File: src/rtl/core/tak_pkg.sv
package tak_pkg;

  // Fixed widths of the data path
  localparam int DATA_W = 32;            // angle-domain words, Q16.16
  localparam int SUM_W  = 48;            // exact sums before saturation
  localparam int A_W    = 36;            // multiplier operand A, signed
  localparam int B_W    = 34;            // multiplier operand B, signed
  localparam int P_W    = A_W + B_W;     // unsigned magnitude product
  localparam int Q_SH   = 30;            // Q2.30 scaling
  localparam int DIV_N  = 32;            // quotient bits per gain
  localparam int CNT_W  = $clog2(DIV_N);
  localparam int ADDR_W = 4;

  // Register map (word index)
  localparam logic [1:0] REG_ANGLE_NOISE = 2'd0;
  localparam logic [1:0] REG_BIAS_NOISE  = 2'd1;
  localparam logic [1:0] REG_MEAS_NOISE  = 2'd2;
  localparam logic [1:0] REG_TIME_STEP   = 2'd3;

  // Register reset values, Q2.30
  localparam logic [31:0] RST_ANGLE_NOISE = 32'd4294967;
  localparam logic [31:0] RST_BIAS_NOISE  = 32'd32212;
  localparam logic [31:0] RST_MEAS_NOISE  = 32'd536870912;
  localparam logic [31:0] RST_TIME_STEP   = 32'd1073742;
  localparam logic signed [31:0] Q30_ONE  = 32'sd1073741824;

  localparam logic signed [31:0] S32_MAX = 32'sh7fffffff;
  localparam logic signed [31:0] S32_MIN = 32'sh80000000;

  typedef struct packed {
    logic [31:0] angle_noise;
    logic [31:0] bias_noise;
    logic [31:0] meas_noise;
    logic [31:0] time_step;
  } cfg_t;

  // Multiplier passes, in issue order
  typedef enum logic [3:0] {
    OP_ANG, OP_P00, OP_P01, OP_P11,
    OP_C00, OP_C01, OP_C10, OP_C11,
    OP_AE,  OP_BE
  } op_t;

  typedef enum logic [3:0] {
    S_IDLE, S_LD, S_MUL, S_WB, S_PREP,
    S_DIV_INIT, S_DIV_RUN, S_DIV_END, S_FIN
  } state_t;

  typedef struct packed {
    logic load_in;
    logic ld;
    logic mul;
    logic wb;
    op_t  op;
    logic prep;
    logic div_init;
    logic div_step;
    logic div_wb;
    logic div_sel;   // 0: gain from P00, 1: gain from P10
    logic fin;
  } cmd_t;

  typedef struct packed {
    logic div_last;
  } status_t;

  // Saturate an exact sum to the signed 32-bit range
  function automatic logic signed [31:0] sat32(input logic signed [SUM_W-1:0] v);
    logic signed [31:0] r;
    if (v > SUM_W'(S32_MAX)) r = S32_MAX;
    else if (v < SUM_W'(S32_MIN)) r = S32_MIN;
    else r = v[31:0];
    return r;
  endfunction

endpackage

File: src/rtl/core/tak_regs.sv
module tak_regs (
  input  logic                         clk,
  input  logic                         rst_n,
  input  logic                         cfg_psel,
  input  logic                         cfg_penable,
  input  logic                         cfg_pwrite,
  input  logic [tak_pkg::ADDR_W-1:0]   cfg_paddr,
  input  logic [31:0]                  cfg_pwdata,
  output logic [31:0]                  cfg_prdata,
  output logic                         cfg_pready,
  output tak_pkg::cfg_t                cfg
);
  import tak_pkg::*;

  cfg_t cfg_r;
  logic wr_en;
  logic [1:0] idx;

  assign idx        = cfg_paddr[3:2];
  assign cfg_pready = 1'b1;
  assign wr_en      = cfg_psel && cfg_penable && cfg_pwrite && cfg_pready;
  assign cfg        = cfg_r;

  // Register writes
  always_ff @(posedge clk) begin
    if (!rst_n) begin
      cfg_r.angle_noise <= RST_ANGLE_NOISE;
      cfg_r.bias_noise  <= RST_BIAS_NOISE;
      cfg_r.meas_noise  <= RST_MEAS_NOISE;
      cfg_r.time_step   <= RST_TIME_STEP;
    end else if (wr_en) begin
      unique case (idx)
        REG_ANGLE_NOISE: cfg_r.angle_noise <= cfg_pwdata;
        REG_BIAS_NOISE:  cfg_r.bias_noise  <= cfg_pwdata;
        REG_MEAS_NOISE:  cfg_r.meas_noise  <= cfg_pwdata;
        REG_TIME_STEP:   cfg_r.time_step   <= cfg_pwdata;
        default: ;
      endcase
    end
  end

  // Read mux
  always_comb begin
    unique case (idx)
      REG_ANGLE_NOISE: cfg_prdata = cfg_r.angle_noise;
      REG_BIAS_NOISE:  cfg_prdata = cfg_r.bias_noise;
      REG_MEAS_NOISE:  cfg_prdata = cfg_r.meas_noise;
      REG_TIME_STEP:   cfg_prdata = cfg_r.time_step;
      default:         cfg_prdata = '0;
    endcase
  end

endmodule

File: config.mk
export PLATFORM = sky130hd
export DESIGN_NAME = tak_regs
export DESIGN_NICKNAME = d
export VERILOG_FILES = /design/src/rtl/core/tak_pkg.sv /design/src/rtl/core/tak_regs.sv
export SDC_FILE = /design/constraint.sdc
export NUM_CORES = 1
export LEC_CHECK = 0
export BUFFER_PORTS_ARGS = -buffer_cell sky130_fd_sc_hd__buf_2
export CORE_ASPECT_RATIO = 2
export CORE_MARGIN = 2
export CORE_UTILIZATION = 47
export DETAILED_ROUTE_END_ITERATION = 10
export GPL_TIMING_DRIVEN = 0
export PLACE_DENSITY = 0.74
export SLEW_MARGIN = 0
export SYNTH_ARGS = -nofsm -noshare
export SYNTH_HDL_FRONTEND = slang
export SYNTH_SLANG_ARGS = --single-unit
export TNS_END_PERCENT = 1
File: constraint.sdc
create_clock -name clk -period 1.9 [get_ports clk]
set_input_delay 0.19 -clock clk [delete_from_list [all_inputs] [get_ports clk]]
set_output_delay 0.19 -clock clk [all_outputs]
set_load 0.05 [all_outputs]
* Word-level counts from Yosys, hierarchy flattened
Index checks and enable logic that the tools add are counted.
** Operators by class
- Shift operators :: 0
- Order comparisons :: 0
- Bitwise logic cells :: 0
- Add/subtract/negate cells :: 0
- Equal/unequal tests :: 3
- Multipliers :: 0
- Multiplexer cells :: 1
- Div/mod/pow operators :: 0
- Reduce and logical (&&, ||, !) cells :: 7
** Operators with widths (number)
- one-hot mux 32 bit (4 select lines) :: 1
- AND reduction 2 bit :: 4
- == test 2 bit (second input constant) :: 2
- == test 2 x 1 -> 1 bit (second input constant) :: 1
- logical AND 1 bit :: 2
- logical NOT 2 bit :: 1
** Word-level totals
- Bits of input ports :: 41
- Flip-flop bits (word level) :: 128
- Logic and storage cells :: 15
- Bits in latches :: 0
- Output and inout port bits :: 161
- Memories :: 0
- Memory bits (writable) :: 0
- ROM bits :: 0

* Depth between registers and ports, before layout
- Word-level depth :: 3
- Depth in mapped cells :: 7

* Worst setup path before layout
OpenSTA, ideal clock, no wires.
- Path kind :: input -> output
- From :: input cfg_paddr[2] (netlist bit)
- To :: output cfg_prdata[10]
- Buffers on the path :: 2
- Arrival :: 1.316 ns
- Data required time :: 1.710 ns
- Slack :: 0.394 ns
- Cell stages on the path :: 3
- Cells stage by stage :: buf_6 -> buf_2 -> mux4_2
** Between the ends
- Cells in the longest elaborated chain, start to end :: 2
** Ends and longest elaborated chain
- start, declared :: RTL line tak_regs.sv:7 : input logic [tak_pkg::ADDR_W-1:0] cfg_paddr,
- == test 2 bit (tied with other cells) :: RTL line tak_regs.sv:44 : unique case (idx)
- one-hot mux 32 bit (4 select lines) (*) :: RTL line tak_regs.sv:44
- end, declared :: RTL line tak_regs.sv:9 : output logic [31:0] cfg_prdata,
Every way passes the cells marked *; elsewhere a longest branch is shown, timed or not.

* Worst setup path in the final report
- From :: input cfg_paddr[3] (netlist bit)
- To :: output cfg_prdata[3]
The elaborated chain is that of the path after synthesis.

==> flow_summary.json <==
{
  "dpl-instance-area_um2": 6820,
  "status": "finished clean",
  "reg2reg_from": "cfg[61]",
  "finalMaxSlewViolations": 0,
  "dr.pass1.iters": 6,
  "worstSetupEndpointType": "output port",
  "tightest_slew_ns": 0.750,
  "place_congestion": 0.825,
  "irDropWorstVdd_v": 0.000755,
  "skew_ns": 0,
  "fin_area_um2": 7390,
  "grt_pass1_vias": 5129,
  "use_met1_pct": 28.7,
  "grt_pass1_wl_mm": 27.4,
  "cts_sinks": 128,
  "reg2reg_depth": 2,
  "die_y_um": 159,
  "cts.clk_slew.worst_paths_ns": 0.06,
  "ys_seq_area_share_pct": 45.3,
  "cts_tree": "yes",
  "clock_latency_ns": 0.42,
  "rsz0062_at_grt": "false",
  "vias": 4872,
  "power.leakage_nw": 3.37,
  "grt-ovfl-total": 0,
  "ys_types": 23,
  "cp_max_fo": 10,
  "drive_above_1_share_pct": 38.9,
  "start_util_pct": 48.3,
  "dp.cells": 861,
  "period_share_pct": 92.7,
  "crit_path_start": "cfg_paddr[3]",
  "drv_cap": 0,
  "min_period_ns": 1.76,
  "detail-route-antenna-nets": 0,
  "rows": 56,
  "crit_arrival_ns": 1.57,
  "drc": 0,
  "cp.required_ns": 1.71,
  "cts_buffers": 17,
  "grt_busiest_layer": "met2",
  "drt_wl_total_mm": 17.8,
  "grtUsageMet3_pct": 6.46,
  "portBuffers": 196,
  "io_pins": 202,
  "viasPerCell": 5.45,
  "ys_ff_latch": 128,
  "r2r-end": "cfg[61]",
  "rrSetupSlack_ns": 1.18,
  "detail_route.wl_per_cell_um": 19.9,
  "netlist_area_um2": 5650,
  "syn2layout_area_growth_pct": 30.8,
  "first_iter_violations": 197,
  "cts_buffer_depth": 2,
  "dp_hpwl_mm": 13.3,
  "yosys_warnings": 0,
  "use_met2_pct": 52.3,
  "timing.final.hold_violations": 0,
  "cellPowerDensity_nw_per_um2": 889,
  "startpoint_type": "input port",
  "grt_max_degree": 17,
  "endpoint": "cfg_prdata[3]",
  "clockRootBuffer": "clkbuf_16",
  "die_x_um": 81.6,
  "synth_area_per_cell_um2": 10.9,
  "synthCells": 520,
  "largest_register_ffs": 128,
  "max_freq_mhz": 568,
  "relSlewSlack_pct": 50.0,
  "post-cts-setup-buffer-count": 0,
  "syn_nets": 561,
  "postCtsHoldBufs": 0,
  "grt_antenna_before_repair": 1,
  "core_area_um2": 11700,
  "setup_viol": 0,
  "nNetsFinal": 776,
  "dieArea_um2": 13000,
  "layoutNonFillerInstCount": 894,
  "final.setup.tns_ns": 0,
  "hold_path.class": "input port to register",
  "h-tree-depth": 4,
  "grt_usage_pct": 28.5,
  "path_class": "input port to output port"
}
==> worst min path at each step <==
stage | start | to | slack [ns] | cells past startpoint
floorplan | cfg_pwdata[2] | cfg[34] | 0.33 | 2
global route | cfg_pwdata[2] | cfg[34] | 0.04 | 3
global placement | cfg[87] | cfg[87] | 0.45 | 2
detailed placement | cfg[109] | cfg[109] | 0.46 | 2
CTS | cfg_pwdata[2] | cfg[34] | 0.02 | 3
finish | cfg_pwdata[2] | cfg[34] | 0.03 | 3
==> through the flow <==
stage          utilization, %  setup WS [ns]  hold WS (ns)  total power, W
6_report                 63.2          0.139        0.0334         0.00658
5_1_grt                  63.2         0.0767        0.0384         0.00675
4_1_cts                  63.1         0.0319        0.0206         0.00661
3_5_place_dp             58.3        -0.0578         0.461         0.00355
3_3_place_gp             58.3        -0.0130         0.452         0.00354
2_1_floorplan               -          0.394         0.332         0.00333
==> worst max-delay path, stage by stage <==
cell	delay, ns
buf_2	0.10
buf_4	0.24
buf_6	0.23
buf_4	0.24
mux4_2	0.33
buf_2	0.23
==> per-layer routing <==
metal	share of wire, %	vias up
met5	0	-
met4	3.5	0
met3	5.3	44
met2	56	202
met1	35	2398
li1	-	2228
==> logic make-up (layout without fill, tap and decap cells) <==
family / Yosys count / count (layout) / share of synthesized area, %
compound gates: 20 / 20 / 2.37
buf+inv: 51 / 279 / 5.33
flops: 128 / 128 / 45.3
mux: 150 / 150 / 33.6
other cells: 1 / 2 / 0.0663
simple gates: 170 / 170 / 13.3
==> what timing repair did <==
action	4_1_cts	5_1_grt
resized for setup	2	2
endpoints found under the setup margin	20	9
pin swaps	0	0
==> synth_stat cells (all sizes together) <==
cell	number	area [um2]
nor2b	32	200
buf	28	215
clkbuf	15	56.3
or3	1	6.26
mux4	32	721
nand3	1	10.0
nand4	1	12.5
inv	8	30.0
or2	1	6.26
o31ai	3	22.5
mux2i	118	1180
nor3	2	20.0
nor2	1	3.75
conb	1	3.75
o21ai	7	35.0
nand2	131	492
o211ai	9	67.6
o311ai	1	8.76
dfxtp	128	2560
==> power by group <==
part	switching [W]	total, W	internal [W]	leakage, nW
Combinational	0.000524	0.000742	0.000218	2.07
Clock	0.00127	0.00308	0.00180	0.262
Sequential	0.0000318	0.00275	0.00272	1.03
Total	0.00183	0.00658	0.00474	3.37
==> layout make-up <==
class,instances,area [um2]
diodes,1,2.50
plain buffers,43,283
clock buffers,17,425
clock inverters,15,139
fillers,995,4310
inverters,8,30.0
multi-input cells,341,2790
flip-flops and latches,128,2560
well taps,145,181
repair buffers,196,981
==> cells in the final DEF (no fill, tap or decap) <==
| master | count |
|---|---|
| conb_1 | 1 |
| clkinv_2 | 2 |
| buf_2 | 203 |
| nand2_1 | 131 |
| o311ai_0 | 1 |
| o211ai_1 | 9 |
| clkbuf_1 | 15 |
| diode_2 | 1 |
| o21ai_0 | 7 |
| buf_1 | 2 |
| bufinv_16 | 1 |
| mux2i_1 | 118 |
| inv_6 | 2 |
| clkinv_4 | 5 |
| o31ai_1 | 3 |
| inv_1 | 7 |
| inv_2 | 1 |
| nor2_1 | 1 |
| nand4_2 | 1 |
| nor2b_1 | 32 |
| or3_1 | 1 |
| clkbuf_4 | 1 |
| buf_4 | 7 |
| nand3_2 | 1 |
| clkinvlp_4 | 5 |
| mux4_2 | 32 |
| clkbuf_16 | 17 |
| dfxtp_1 | 128 |
| nor3_2 | 2 |
| buf_6 | 11 |
| or2_1 | 1 |
No activity file was read; power rests on OpenSTA's default activity.
