### config.mk
export PLATFORM = sky130hd
export DESIGN_NAME = tak_ctrl
export DESIGN_NICKNAME = d
export VERILOG_FILES = /design/src/rtl/core/tak_pkg.sv /design/src/rtl/core/tak_ctrl.sv
export SDC_FILE = /design/constraint.sdc
export NUM_CORES = 1
export LEC_CHECK = 0
export ABC_AREA = 1
export BUFFER_PORTS_ARGS = -buffer_cell sky130_fd_sc_hd__buf_2
export CORE_AREA = 5 5 42 44
export DETAILED_ROUTE_END_ITERATION = 12
export DIE_AREA = 0 0 47 49
export PLACE_DENSITY = 0.79
export SYNTH_ARGS = -nofsm -noshare
export SYNTH_HDL_FRONTEND = slang
export SYNTH_SLANG_ARGS = --single-unit
### constraint.sdc
create_clock -name clk -period 4.3 [get_ports clk]
set_clock_uncertainty 0.2 [all_clocks]
set_input_delay 0.86 -clock clk [delete_from_list [all_inputs] [get_ports clk]]
set_output_delay 0.86 -clock clk [all_outputs]
set_load 0.01 [all_outputs]
### src/rtl/core/tak_pkg.sv
package tak_pkg;

  // Fixed widths of the data path
  localparam int DATA_W = 32;            // angle-domain words, Q16.16
  localparam int SUM_W  = 48;            // exact sums before saturation
  localparam int A_W    = 36;            // multiplier operand A, signed
  localparam int B_W    = 34;            // multiplier operand B, signed
  localparam int P_W    = A_W + B_W;     // unsigned magnitude product
  localparam int Q_SH   = 30;            // Q2.30 scaling
  localparam int DIV_N  = 32;            // quotient bits per gain
  localparam int CNT_W  = $clog2(DIV_N);
  localparam int ADDR_W = 4;

  // Register map (word index)
  localparam logic [1:0] REG_ANGLE_NOISE = 2'd0;
  localparam logic [1:0] REG_BIAS_NOISE  = 2'd1;
  localparam logic [1:0] REG_MEAS_NOISE  = 2'd2;
  localparam logic [1:0] REG_TIME_STEP   = 2'd3;

  // Register reset values, Q2.30
  localparam logic [31:0] RST_ANGLE_NOISE = 32'd4294967;
  localparam logic [31:0] RST_BIAS_NOISE  = 32'd32212;
  localparam logic [31:0] RST_MEAS_NOISE  = 32'd536870912;
  localparam logic [31:0] RST_TIME_STEP   = 32'd1073742;
  localparam logic signed [31:0] Q30_ONE  = 32'sd1073741824;

  localparam logic signed [31:0] S32_MAX = 32'sh7fffffff;
  localparam logic signed [31:0] S32_MIN = 32'sh80000000;

  typedef struct packed {
    logic [31:0] angle_noise;
    logic [31:0] bias_noise;
    logic [31:0] meas_noise;
    logic [31:0] time_step;
  } cfg_t;

  // Multiplier passes, in issue order
  typedef enum logic [3:0] {
    OP_ANG, OP_P00, OP_P01, OP_P11,
    OP_C00, OP_C01, OP_C10, OP_C11,
    OP_AE,  OP_BE
  } op_t;

  typedef enum logic [3:0] {
    S_IDLE, S_LD, S_MUL, S_WB, S_PREP,
    S_DIV_INIT, S_DIV_RUN, S_DIV_END, S_FIN
  } state_t;

  typedef struct packed {
    logic load_in;
    logic ld;
    logic mul;
    logic wb;
    op_t  op;
    logic prep;
    logic div_init;
    logic div_step;
    logic div_wb;
    logic div_sel;   // 0: gain from P00, 1: gain from P10
    logic fin;
  } cmd_t;

  typedef struct packed {
    logic div_last;
  } status_t;

  // Saturate an exact sum to the signed 32-bit range
  function automatic logic signed [31:0] sat32(input logic signed [SUM_W-1:0] v);
    logic signed [31:0] r;
    if (v > SUM_W'(S32_MAX)) r = S32_MAX;
    else if (v < SUM_W'(S32_MIN)) r = S32_MIN;
    else r = v[31:0];
    return r;
  endfunction

endpackage

### src/rtl/core/tak_ctrl.sv
module tak_ctrl (
  input  logic          clk,
  input  logic          rst_n,
  input  logic          in_tvalid,
  output logic          in_tready,
  output logic          out_tvalid,
  input  logic          out_tready,
  input  tak_pkg::status_t status,
  output tak_pkg::cmd_t cmd
);
  import tak_pkg::*;

  state_t state_r, state_nxt;
  op_t    op_r, op_nxt;
  logic   sel_r, sel_nxt;
  logic   out_valid_r;

  // State registers
  always_ff @(posedge clk) begin
    if (!rst_n) begin
      state_r     <= S_IDLE;
      op_r        <= OP_ANG;
      sel_r       <= 1'b0;
      out_valid_r <= 1'b0;
    end else begin
      state_r <= state_nxt;
      op_r    <= op_nxt;
      sel_r   <= sel_nxt;
      if (cmd.fin)         out_valid_r <= 1'b1;
      else if (out_tready) out_valid_r <= 1'b0;
    end
  end

  // Sequencer
  always_comb begin
    state_nxt   = state_r;
    op_nxt      = op_r;
    sel_nxt     = sel_r;
    cmd         = '0;
    cmd.op      = op_r;
    cmd.div_sel = sel_r;
    unique case (state_r)
      S_IDLE: begin
        if (in_tvalid) begin
          cmd.load_in = 1'b1;
          op_nxt      = OP_ANG;
          state_nxt   = S_LD;
        end
      end
      S_LD: begin
        cmd.ld    = 1'b1;
        state_nxt = S_MUL;
      end
      S_MUL: begin
        cmd.mul   = 1'b1;
        state_nxt = S_WB;
      end
      S_WB: begin
        cmd.wb = 1'b1;
        priority if (op_r == OP_P11) state_nxt = S_PREP;
        else if (op_r == OP_BE)      state_nxt = S_FIN;
        else begin
          op_nxt    = op_t'(op_r + 4'd1);
          state_nxt = S_LD;
        end
      end
      S_PREP: begin
        cmd.prep  = 1'b1;
        sel_nxt   = 1'b0;
        state_nxt = S_DIV_INIT;
      end
      S_DIV_INIT: begin
        cmd.div_init = 1'b1;
        state_nxt    = S_DIV_RUN;
      end
      S_DIV_RUN: begin
        cmd.div_step = 1'b1;
        if (status.div_last) state_nxt = S_DIV_END;
      end
      S_DIV_END: begin
        cmd.div_wb = 1'b1;
        if (sel_r) begin
          op_nxt    = OP_C00;
          state_nxt = S_LD;
        end else begin
          sel_nxt   = 1'b1;
          state_nxt = S_DIV_INIT;
        end
      end
      S_FIN: begin
        if (!out_valid_r || out_tready) begin
          cmd.fin   = 1'b1;
          state_nxt = S_IDLE;
        end
      end
      default: state_nxt = S_IDLE;
    endcase
  end

  assign in_tready  = (state_r == S_IDLE);
  assign out_tvalid = out_valid_r;

  // A result is posted right after the finish step
  a_fin_valid: assert property (@(posedge clk) disable iff (!rst_n)
    cmd.fin |=> out_valid_r)
    else $error("result not posted after finish");

  // An accepted beat starts with the angle prediction
  a_start: assert property (@(posedge clk) disable iff (!rst_n)
    in_tvalid && in_tready |=> state_r == S_LD && op_r == OP_ANG)
    else $error("item did not start with angle prediction");

  // Last divider step hands over to the gain write
  a_div_end: assert property (@(posedge clk) disable iff (!rst_n)
    state_r == S_DIV_RUN && status.div_last |=> state_r == S_DIV_END)
    else $error("divider overran");

endmodule

# After elaboration in Yosys (flattened, before gate mapping)
# Cells that the tools add are included.
word_totals:
  wordCells: 55
  ff_bits: 10
  output_inout_bits: 16
classes:
  n_reduce_logical: 8
  n_addsub: 1
  n_mux: 26
  n_eq_ne: 16
op_table:
  columns: ["operator", "n"]
  rows:
  - ["$mux 4", 9]
  - ["$pmux 4 s9", 1]
  - ["$eq 4x3->1 const B", 4]
  - ["$mux 1", 13]
  - ["$eq 4x2->1 const B", 3]
  - ["$ne 2x2->1 const B", 6]
  - ["$pmux 4 s3", 1]
  - ["$eq 4x4->1 const B", 2]
  - ["$reduce_and 5->1", 1]
  - ["$add 4x1->4 const B", 1]
  - ["$eq 4x1->1 const B", 1]
  - ["$logic_not 4->1", 1]
  - ["$reduce_bool 2->1", 2]
  - ["$mux 3", 1]
  - ["$reduce_and 3->1", 1]
  - ["$reduce_bool 3->1", 1]
  - ["$pmux 1 s2", 1]
  - ["$logic_not 1->1", 1]
  - ["$logic_or 1x1->1", 1]

# Longest topological paths before layout
# Gate-level depths: netlist of run 1.
depth:
  word_depth: 5
  ltp_mapped: 8
  mapped_depth_nobuf: 8

# Worst setup path before layout of run 1
# OpenSTA, ideal clock, no wires.
synth_path:
  path_type: "input-to-output"
  startpoint: "input port out_tready"
  endpoint: "output port cmd[0] in the netlist's numbering"
  slack_ns: 1.982
  arrival_time_ns: 1.258
  t_required_ns: 3.240
  cell_stages: 2
  path_cell_list: "nor2_1 nor4_1"
synth_rtl:
  columns: ["element", "line_no", "source"]
  rows:
  - ["start: declaration", "tak_ctrl.sv:7", "input logic out_tready,"]
  - ["end: declaration", "tak_ctrl.sv:9", "output tak_pkg::cmd_t cmd"]

==> qor.yml, run 1 <==
start_util_pct: 47.50
synth-seq-cells: 10
ant_nets: 0
hold_ws_ns: 0.3076
hold_viol: 0
cts_tree: "done"
min_period_ns: 2.501
antenna_found_initial: 0
crit_top_cell: "inv_1"
p_per_area_nw_per_um2: 272.4
dieArea_um2: 2303
synthArstFlopShare_pct: 0
synthFlopType: "dfxtp_1"
area_delta_synth_final_pct: 19.17
coreArea_um2: 1401
synth_cell_type_count: 21
die_x_um: 47
io_buffer_count: 20
hpwlAfterDp_um: 1218
endpoint_kind: "output pin"
worst_slew_pin_slew_ns: 0.2804
cts_buffers: 3
via_count: 674
viasPerCell: 4.884
layout_commonest_cell: "buf_2"
globalplace.congestion: 0.8350
totalNegativeSetupSlack_ns: 0
cts_sinks: 10
drc: 0
worst-path-max-fanout: 5
fmax_mhz: 399.8
synth_enable_flop_cells: 0
post-cts-setup-buffers: 0
worstPathArrival_ns: 1.44
cts_max_path_buffers: 2
maxSlewViolCount: 0
slew_headroom_pct: 81.28
seq_area_frac_synth_pct: 30.08
nets: 131
drtPass1Iterations: 7
clk_pin_slew_worst_paths_ns: 0.06
drive_above_1_share_pct: 28.69
rows: 14
gr-total-overflow: 0
clk_latency_ns: 0.26
start_kind: "register"
fp.dieH_um: 49
final_cell_mix: "buf_2, inv_1, nor2_1, nand2_1, dfxtp_1"
min_path_type: "reg2reg"
antenna_cells: 0
synth_warnings: 0
synthCells: 101
routed_wl_um: 1507
cp_top_family: "flip-flops"
wire_per_inst_um: 10.92
htree_levels: 1
path_class: "reg2out"
cap_violations: 0
synth_nets: 108
slowest_stage: "dfxtp_1"
setup_viol: 0
critPathMaxStageDelay_ns: 0.42
grt_max_degree: 10
rsz0062_at_grt: "no"
syn-mean-instance-area_um2: 6.590
grtUsageTotal_pct: 15.00
n_fill_cell: 134
dr.first_iter.drc_count: 8
status: "completed"
cts_resized: 0
grt_first_pass_wirelength_um: 2518
ir_drop_mv: 0.1557
period_share_pct: 58.17
grt_pass1_vias: 621
syn_area_um2: 665.6
critPathBufInv: 3
cp_cell_sequence: "inv_1 -> nor2_1 -> inv_1 -> nor3_1 -> buf_2"
io_pins: 21
p_leak_nw: 0.3791
ctsHoldBuffers: 0
cts_root_buf: "clkbuf_4"
worst_ep_required_time_ns: 3.24
power breakdown:
part	total, mW	internal, mW	switching, mW	leakage (nW)
registers	0.104	0.0963	0.00726	0.0812
logic	0.0499	0.0182	0.0317	0.284
clock network	0.0626	0.0323	0.0303	0.0138
total	0.216	0.147	0.0693	0.379
per-stage QoR:
stage                     power [mW]  area, µm²  cells  worst slack (ns)  util [%]
after floorplan               0.1390      665.6    101             1.982         -
after global placement        0.1538      770.7    135             1.937     55.00
after detailed placement      0.1559      770.7    135             1.920     55.00
after CTS                     0.2186      793.3    138             1.793     56.61
after global routing          0.2283      793.3    138             1.659     56.61
final                         0.2161      793.3    138             1.799     56.61
cell type report:
class                      count  area [µm²]  share of cell area [%]
clock buffer                   3       22.52                   2.839
inverter                      20       75.07                   9.464
tap                           16       20.02                   2.524
multi-input combinational     69       375.4                   47.32
sequential                    10       200.2                   25.24
timing repair buffer          20       100.1                   12.62
state kept, by name, summed over array words and instances, names as in the netlist:
register	flops
op_r	4
out_tvalid	1
sel_r	1
state_r	4
worst min-delay path: cells and delay by family (launching register included):
kind,cells,cell delay (ns)
AOI/OAI and AO/OA,2,0.13
DFF,1,0.33
final timing paths:
path / slack, ns / from / depth (start not counted) / end
max: 1.80 / state_r[2] / 5 / cmd[3]
min: 0.31 / sel_r / 2 / sel_r
max reg2reg: 2.66 / op_r[1] / 7 / op_r[2]
min reg2reg: 0.31 / sel_r / 2 / sel_r
metal layers:
layer | up-vias | track usage [%] | routed length [µm]
met5 | - | 0 | 0
met1 | 285 | 17.58 | 679
met3 | 5 | 4.797 | 119
met2 | 24 | 21.49 | 674
li1 | 360 | - | -
met4 | 0 | 11.52 | 35
cells in the mapped netlist, types with 2 or more instances:
cell,count,area (µm²)
nand3_1,9,45.04
nand2_1,12,45.04
inv_1,18,67.56
buf_4,2,15.01
nor2_4,3,33.78
nand2_2,4,25.02
nor2_1,12,45.04
dfxtp_1,10,200.2
ha_1,2,25.02
nor4_1,2,12.51
nor2_2,3,18.77
a21oi_1,9,45.04
o21ai_0,2,10.01
nor3_1,6,30.03
cells by family after synthesis:
group	synth area share [%]
AOI/OAI and AO/OA	8.270
adders and majority gates	3.759
xor gates and xnor gates	1.316
DFF	30.07
and+or+nand+nor	43.04
buffers and inverters	13.53
(Power assumes the default switching activity.)
==> run 2, diff against run 1 <==
--- a/config.mk
+++ b/config.mk
@@ -5,12 +5,12 @@
 export SDC_FILE = /design/constraint.sdc
 export NUM_CORES = 1
 export LEC_CHECK = 0
-export ABC_AREA = 1
+export ABC_AREA = 0
 export BUFFER_PORTS_ARGS = -buffer_cell sky130_fd_sc_hd__buf_2
-export CORE_AREA = 5 5 42 44
+export CORE_MARGIN = 5
+export CORE_UTILIZATION = 44
 export DETAILED_ROUTE_END_ITERATION = 12
-export DIE_AREA = 0 0 47 49
-export PLACE_DENSITY = 0.79
+export PLACE_DENSITY = 0.74
 export SYNTH_ARGS = -nofsm -noshare
 export SYNTH_HDL_FRONTEND = slang
 export SYNTH_SLANG_ARGS = --single-unit
==> constraint.sdc (replaced) <==
create_clock -name clk -period 2.3 [get_ports clk]
set_clock_uncertainty 0.2 [all_clocks]
set_input_delay 0.46 -clock clk [delete_from_list [all_inputs] [get_ports clk]]
set_output_delay 0.46 -clock clk [all_outputs]
set_load 0.01 [all_outputs]
==> run 2 against run 1 <==
- final area shrank 0.32%
- hold slack gained 0.0085 ns
- combinational power grew 81%
- synthesized cell count shrank 17%
- utilization shrank 4.1 points
- total power grew 110%
- global-route usage shrank 2.8 points
- sequential power grew 94%
- final cell count shrank 15%
- flip-flop and latch count is the same
- critical path type unchanged
- largest power group unchanged
==> qor.yml, run 2 <==
hpwlAfterDp_um: 1099  # -9.8%
worst-path-stages: 2  # -3
layout_top_registers: "op_r (4), state_r (4)"
drc: 0  # unchanged
synth-seq-cells: 10  # unchanged
synth_top_cell_area_share_pct: 28.93  # -1.1 points
grt_pass1_vias: 571  # -8.1%
endpoint_kind: "output pin"
syn_area_um2: 691.9  # +3.9%
post-cts-setup-buffers: 0  # unchanged
die_x_um: 49.66  # +5.6%
place_ws_ns: 0.5207  # -1.400 ns
cts_max_path_buffers: 2  # unchanged
p_per_area_nw_per_um2: 569.7  # +110%
cap_violations: 0  # unchanged
fmax_mhz: 480.7
path_class: "reg2out"
p_leak_nw: 0.3497  # -7.8%
layout_setup_ws_ns: 0.2198  # -1.579 ns
maxSlewViolCount: 0  # unchanged
n_fill_cell: 157  # +17%
via_count: 636  # -5.6%
synth_commonest_cells: "dfxtp_1, nand2_1, nor2_1"
synthCells: 84  # -17%
status: "completed"
start_kind: "register"
clk_pin_slew_worst_paths_ns: 0.07  # about the same
highest_layer: "met3"
cp_top_family: "flip-flops"
nets: 109  # -17%
layout_commonest_cell: "buf_2"
antenna_found_initial: 0  # unchanged
worstRegToRegCells: 4  # -3
synthTopCellsByArea: "dfxtp_1, mux2i_1, nand2_1"
rr_endpoint: "op_r[2]"
worstHoldEndpoint: "op_r[3]"
met3_length_um: 105  # -12%
grt_first_pass_wirelength_um: 2415  # -4.1%
critPathMaxStageDelay_ns: 0.62  # +0.20 ns
dr.first_iter.drc_count: 12  # +4
wire_per_inst_um: 12.78  # +17%
final_cell_mix: "buf_2, nand2_1, dfxtp_1"
slowest_stage: "dfxtp_1"
hold_viol: 0  # unchanged
cts_sinks: 10  # unchanged
worstPathArrival_ns: 1.42  # -0.02 ns
seq_area_frac_synth_pct: 28.93  # -1.1 points
cts_root_buf: "clkbuf_4"
drive_above_1_share_pct: 27.72  # -0.97 points
coreArea_um2: 1506  # +7.5%
synth_cell_type_count: 37  # +76%
placed_cells: 113  # -16%
yosys.area.top_type: "dfxtp_1"
synth_enable_flop_cells: 0  # unchanged
gr-total-overflow: 0  # unchanged
routed_wl_um: 1495  # -0.80%
globalplace.congestion: 0.7510  # -10%
synthArstFlopShare_pct: 0  # unchanged
holdCritStartpoint: "rst_n"
cp_cell_sequence: "and4bb_1 -> buf_2"
synth_nets: 91  # -16%
period_share_pct: 90.44
setup_viol: 0  # unchanged
cts_resized: 0  # unchanged
io_pins: 21  # unchanged
min_period_ns: 2.080
regToRegSetupSlack_ns: 0.49  # -2.17 ns
syn-mean-instance-area_um2: 8.237  # +25%
drtPass1Iterations: 4  # -3
antenna_cells: 0  # unchanged
cts_tree: "done"
worst_ep_required_time_ns: 1.64  # -1.60 ns
min_path_type: "in2reg"
rows: 14  # unchanged
r2r-start: "state_r[0]"
viasPerCell: 5.436  # +11%
rsz0062_at_grt: "no"
grtUsageTotal_pct: 12.18  # -2.8 points
min_path_cells: 3  # +1
worst-path-max-fanout: 14  # +9
met1_length_um: 698  # +2.8%
critPathBufInv: 1  # -2
totalNegativeSetupSlack_ns: 0  # unchanged
route.met2.wl_um: 691  # +2.5%
htree_levels: 1  # unchanged
fp.dieH_um: 49.66  # +1.3%
dieArea_um2: 2466  # +7.1%
clk_latency_ns: 0.26  # about the same
ir_drop_mv: 0.2490  # +60%
cts_buffers: 3  # unchanged
synth_warnings: 0  # unchanged
synthFlopType: "dfxtp_1"
start_util_pct: 45.93  # -1.6 points
grt_max_degree: 15  # +5
worst_slew_pin_slew_ns: 0.4828  # +0.2025 ns
area_delta_synth_final_pct: 14.29
io_buffer_count: 20  # unchanged
ant_nets: 0  # unchanged
final_cells: 117  # -15%
slew_headroom_pct: 67.77  # -14 points
ctsHoldBuffers: 0  # unchanged
==> run 2: final cells by class <==
class | instances | area [µm²] | share of cell area [%]
Timing Repair Buffer | 20 | 100.1 | 12.66
Inverter | 3 | 11.26 | 1.424
Clock buffer | 4 | 36.28 | 4.589
Sequential cell | 10 | 200.2 | 25.32
Tap cell | 16 | 20.02 | 2.532
Multi-Input combinational cell | 64 | 422.9 | 53.48
==> run 2: through the flow <==
stage | utilization (%) | hold WS (ns) | power [mW] | cell area [µm²]
floorplan | - | 0.2940 | 0.2782 | 691.9
global placement | 50.08 | 0.3144 | 0.2929 | 754.5
detailed placement | 50.08 | 0.3268 | 0.2962 | 754.5
CTS | 52.49 | 0.3046 | 0.4576 | 790.8
global route | 52.49 | 0.3145 | 0.4728 | 790.8
finish | 52.49 | 0.3161 | 0.4505 | 790.8
==> run 2: worst max path at each step <==
stage                    to  slack [ns]       start
detailed placement  op_r[2]        0.52  state_r[0]
floorplan           cmd[13]        0.43  state_r[3]
CTS                 cmd[10]        0.22  state_r[0]
global route        cmd[10]        0.17  state_r[0]
finish              cmd[10]        0.22  state_r[0]
global placement    cmd[10]        0.57  state_r[0]
==> run 2: worst min-delay path: cells and delay by family <==
| family | cells | cell delay, ns |
|---|---|---|
| compound gates | 1 | 0.04 |
| buf+inv | 1 | 0.17 |
| simple gates | 1 | 0.07 |
==> run 2: layer usage <==
layer  GRT usage [%]  vias to the layer above
met5               0                        -
met4           5.240                        0
met3           3.614                        0
met2           20.97                       17
met1           13.61                      289
li1                -                      330
==> run 2: kinds of logic (layout without fill, tap and decap cells) <==
family | Yosys count | after routing | share of synthesized area (%)
buffers and inverters | 10 | 27 | 9.943
adder cells (fa/ha/maj) | 2 | 2 | 3.616
XOR/XNOR | 1 | 1 | 1.266
multiplexers | 4 | 4 | 5.787
flip-flops | 10 | 10 | 28.93
AND/OR/NAND/NOR | 42 | 42 | 35.08
AO/OA/AOI/OAI | 15 | 15 | 15.37
==> run 2: report_power, final <==
group	leakage, nW	internal (mW)	switching, mW	total (mW)
Combinational	0.248	0.0432	0.0473	0.0905
Sequential	0.0810	0.180	0.0224	0.202
Clock	0.0210	0.0960	0.0619	0.158
==> run 3, diff against run 2 <==
--- a/config.mk
+++ b/config.mk
@@ -7,8 +7,10 @@
 export LEC_CHECK = 0
 export ABC_AREA = 0
 export BUFFER_PORTS_ARGS = -buffer_cell sky130_fd_sc_hd__buf_2
+export CELL_PAD_IN_SITES_DETAIL_PLACEMENT = 0
+export CELL_PAD_IN_SITES_GLOBAL_PLACEMENT = 2
 export CORE_MARGIN = 5
-export CORE_UTILIZATION = 44
+export CORE_UTILIZATION = 25
 export DETAILED_ROUTE_END_ITERATION = 12
 export PLACE_DENSITY = 0.74
 export SYNTH_ARGS = -nofsm -noshare
==> run 3 against run 2 <==
- first-iteration DRC count rose to 5.0 times the previous value
- clock-buffer cell count did not move
- total power increased by 1.2%
==> qor.yml, run 3 (synthesis results as in run 2) <==
routed_wl_um: 1660  # +11%
layout_setup_ws_ns: 0.2023  # -0.01748 ns
worstPathArrival_ns: 1.44  # +0.02 ns
final_cells: 132  # +13%
drive_above_1_share_pct: 27.72  # unchanged
gr-total-overflow: 0  # unchanged
via_count: 641  # +0.79%
min_period_ns: 2.098  # +0.01748 ns
coreArea_um2: 2710  # +80%
hold_viol: 0  # unchanged
antenna_cells: 0  # unchanged
path_class: "reg2out"
hpwlAfterDp_um: 1217  # +11%
layout_commonest_cell: "buf_2"
p_per_area_nw_per_um2: 563.4  # -1.1%
cts_sinks: 10  # unchanged
cap_violations: 0  # unchanged
post-cts-setup-buffers: 0  # unchanged
critPathMaxStageDelay_ns: 0.62  # about the same
fp.dieH_um: 62.61  # +26%
grt_pass1_vias: 668  # +17%
endpoint_kind: "output pin"
fin_area_um2: 809.5  # +2.4%
slew_headroom_pct: 68.31  # +0.55 points
io_pins: 21  # unchanged
ctsHoldBuffers: 0  # unchanged
grt_first_pass_wirelength_um: 3049  # +26%
die_x_um: 62.61  # +26%
start_kind: "register"
cts_max_path_buffers: 2  # unchanged
fmax_mhz: 476.7  # -0.83%
wire_per_inst_um: 12.58  # -1.6%
antenna_found_initial: 0  # unchanged
rows: 19  # +5
worst-path-max-fanout: 14  # unchanged
globalplace.congestion: 0.6886  # -8.3%
viasPerCell: 4.856  # -11%
clk_pin_slew_worst_paths_ns: 0.07  # about the same
power.total_uw: 456.1  # +1.2%
grt_max_degree: 15  # unchanged
slowest_stage: "dfxtp_1"
placed_cells: 128  # +13%
start_util_pct: 25.53  # -20 points
period_share_pct: 91.20  # +0.76 points
place_ws_ns: 0.4880  # -0.03273 ns
cts_root_buf: "clkbuf_4"
worst_slew_pin_slew_ns: 0.4746  # -0.008189 ns
maxSlewViolCount: 0  # unchanged
setup_viol: 0  # unchanged
io_buffer_count: 20  # unchanged
p_leak_nw: 0.3497  # unchanged
ant_nets: 0  # unchanged
grtUsageTotal_pct: 9.663  # -2.5 points
min_path_type: "in2reg"
rsz0062_at_grt: "no"
status: "completed"
clk_latency_ns: 0.27  # about the same
drtPass1Iterations: 4  # unchanged
cp_cell_sequence: "and4bb_1 -> buf_2"
final_cell_mix: "buf_2, nand2_1, dfxtp_1"
dr.first_iter.drc_count: 60  # +48
totalNegativeSetupSlack_ns: 0  # unchanged
ir_drop_mv: 0.1911  # -23%
cts_buffers: 3  # unchanged
nets: 109  # unchanged
final_util_pct: 29.87  # -23 points
area_delta_synth_final_pct: 17.00
drc: 0  # unchanged
placed_area_um2: 773.2  # +2.5%
hold_ws_ns: 0.3105  # -0.005648 ns
htree_levels: 1  # unchanged
dieArea_um2: 3920  # +59%
layout_top_registers: "op_r (4), state_r (4)"
cts_tree: "done"
worst_ep_required_time_ns: 1.64  # about the same
cts_resized: 0  # unchanged
-- run 3: cell counts in the layout (fill, tap and decap cells not counted) --
No cell type changed its count.
-- run 3: path summary, 6_finish.rpt --
path,start,end,slack [ns],depth (start not counted)
worst max-delay path,state_r[0],cmd[10],0.20,2
worst min-delay path,rst_n,op_r[3],0.31,3
worst max register to register,state_r[0],op_r[2],0.50,4
worst min register to register,op_r[1],op_r[1],0.33,2
-- run 3: worst max-delay path: cells and delay by family, from the launching register on --
family | cells | cell delay [ns]
buffers and inverters | 1 | 0.17
DFF | 1 | 0.62
and+or+nand+nor | 1 | 0.38
-- run 3: layout make-up --
| cell class | instances | area (µm²) |
|---|---|---|
| Inverter | 3 | 11.26 |
| Multi-Input combinational cell | 64 | 422.9 |
| Clock buffer | 4 | 36.28 |
| Sequential cell | 10 | 200.2 |
| Timing Repair Buffer | 20 | 100.1 |
| Tap cell | 31 | 38.79 |
| Fill cell | 308 | 1901 |
-- run 3: power by group --
group | switching, mW | leakage [nW] | internal, mW
Sequential | 0.0220 | 0.0810 | 0.180
Clock | 0.0680 | 0.0210 | 0.0962
Combinational | 0.0472 | 0.248 | 0.0431
Total | 0.137 | 0.350 | 0.319
-- run 3: metal layers --
metal | vias to the layer above | routed length, µm | global-route usage, %
met4 | 0 | 19 | 5.570
met2 | 15 | 709 | 13.60
met1 | 293 | 823 | 12.55
met3 | 2 | 108 | 3.417
met5 | - | 0 | 0
li1 | 331 | - | -
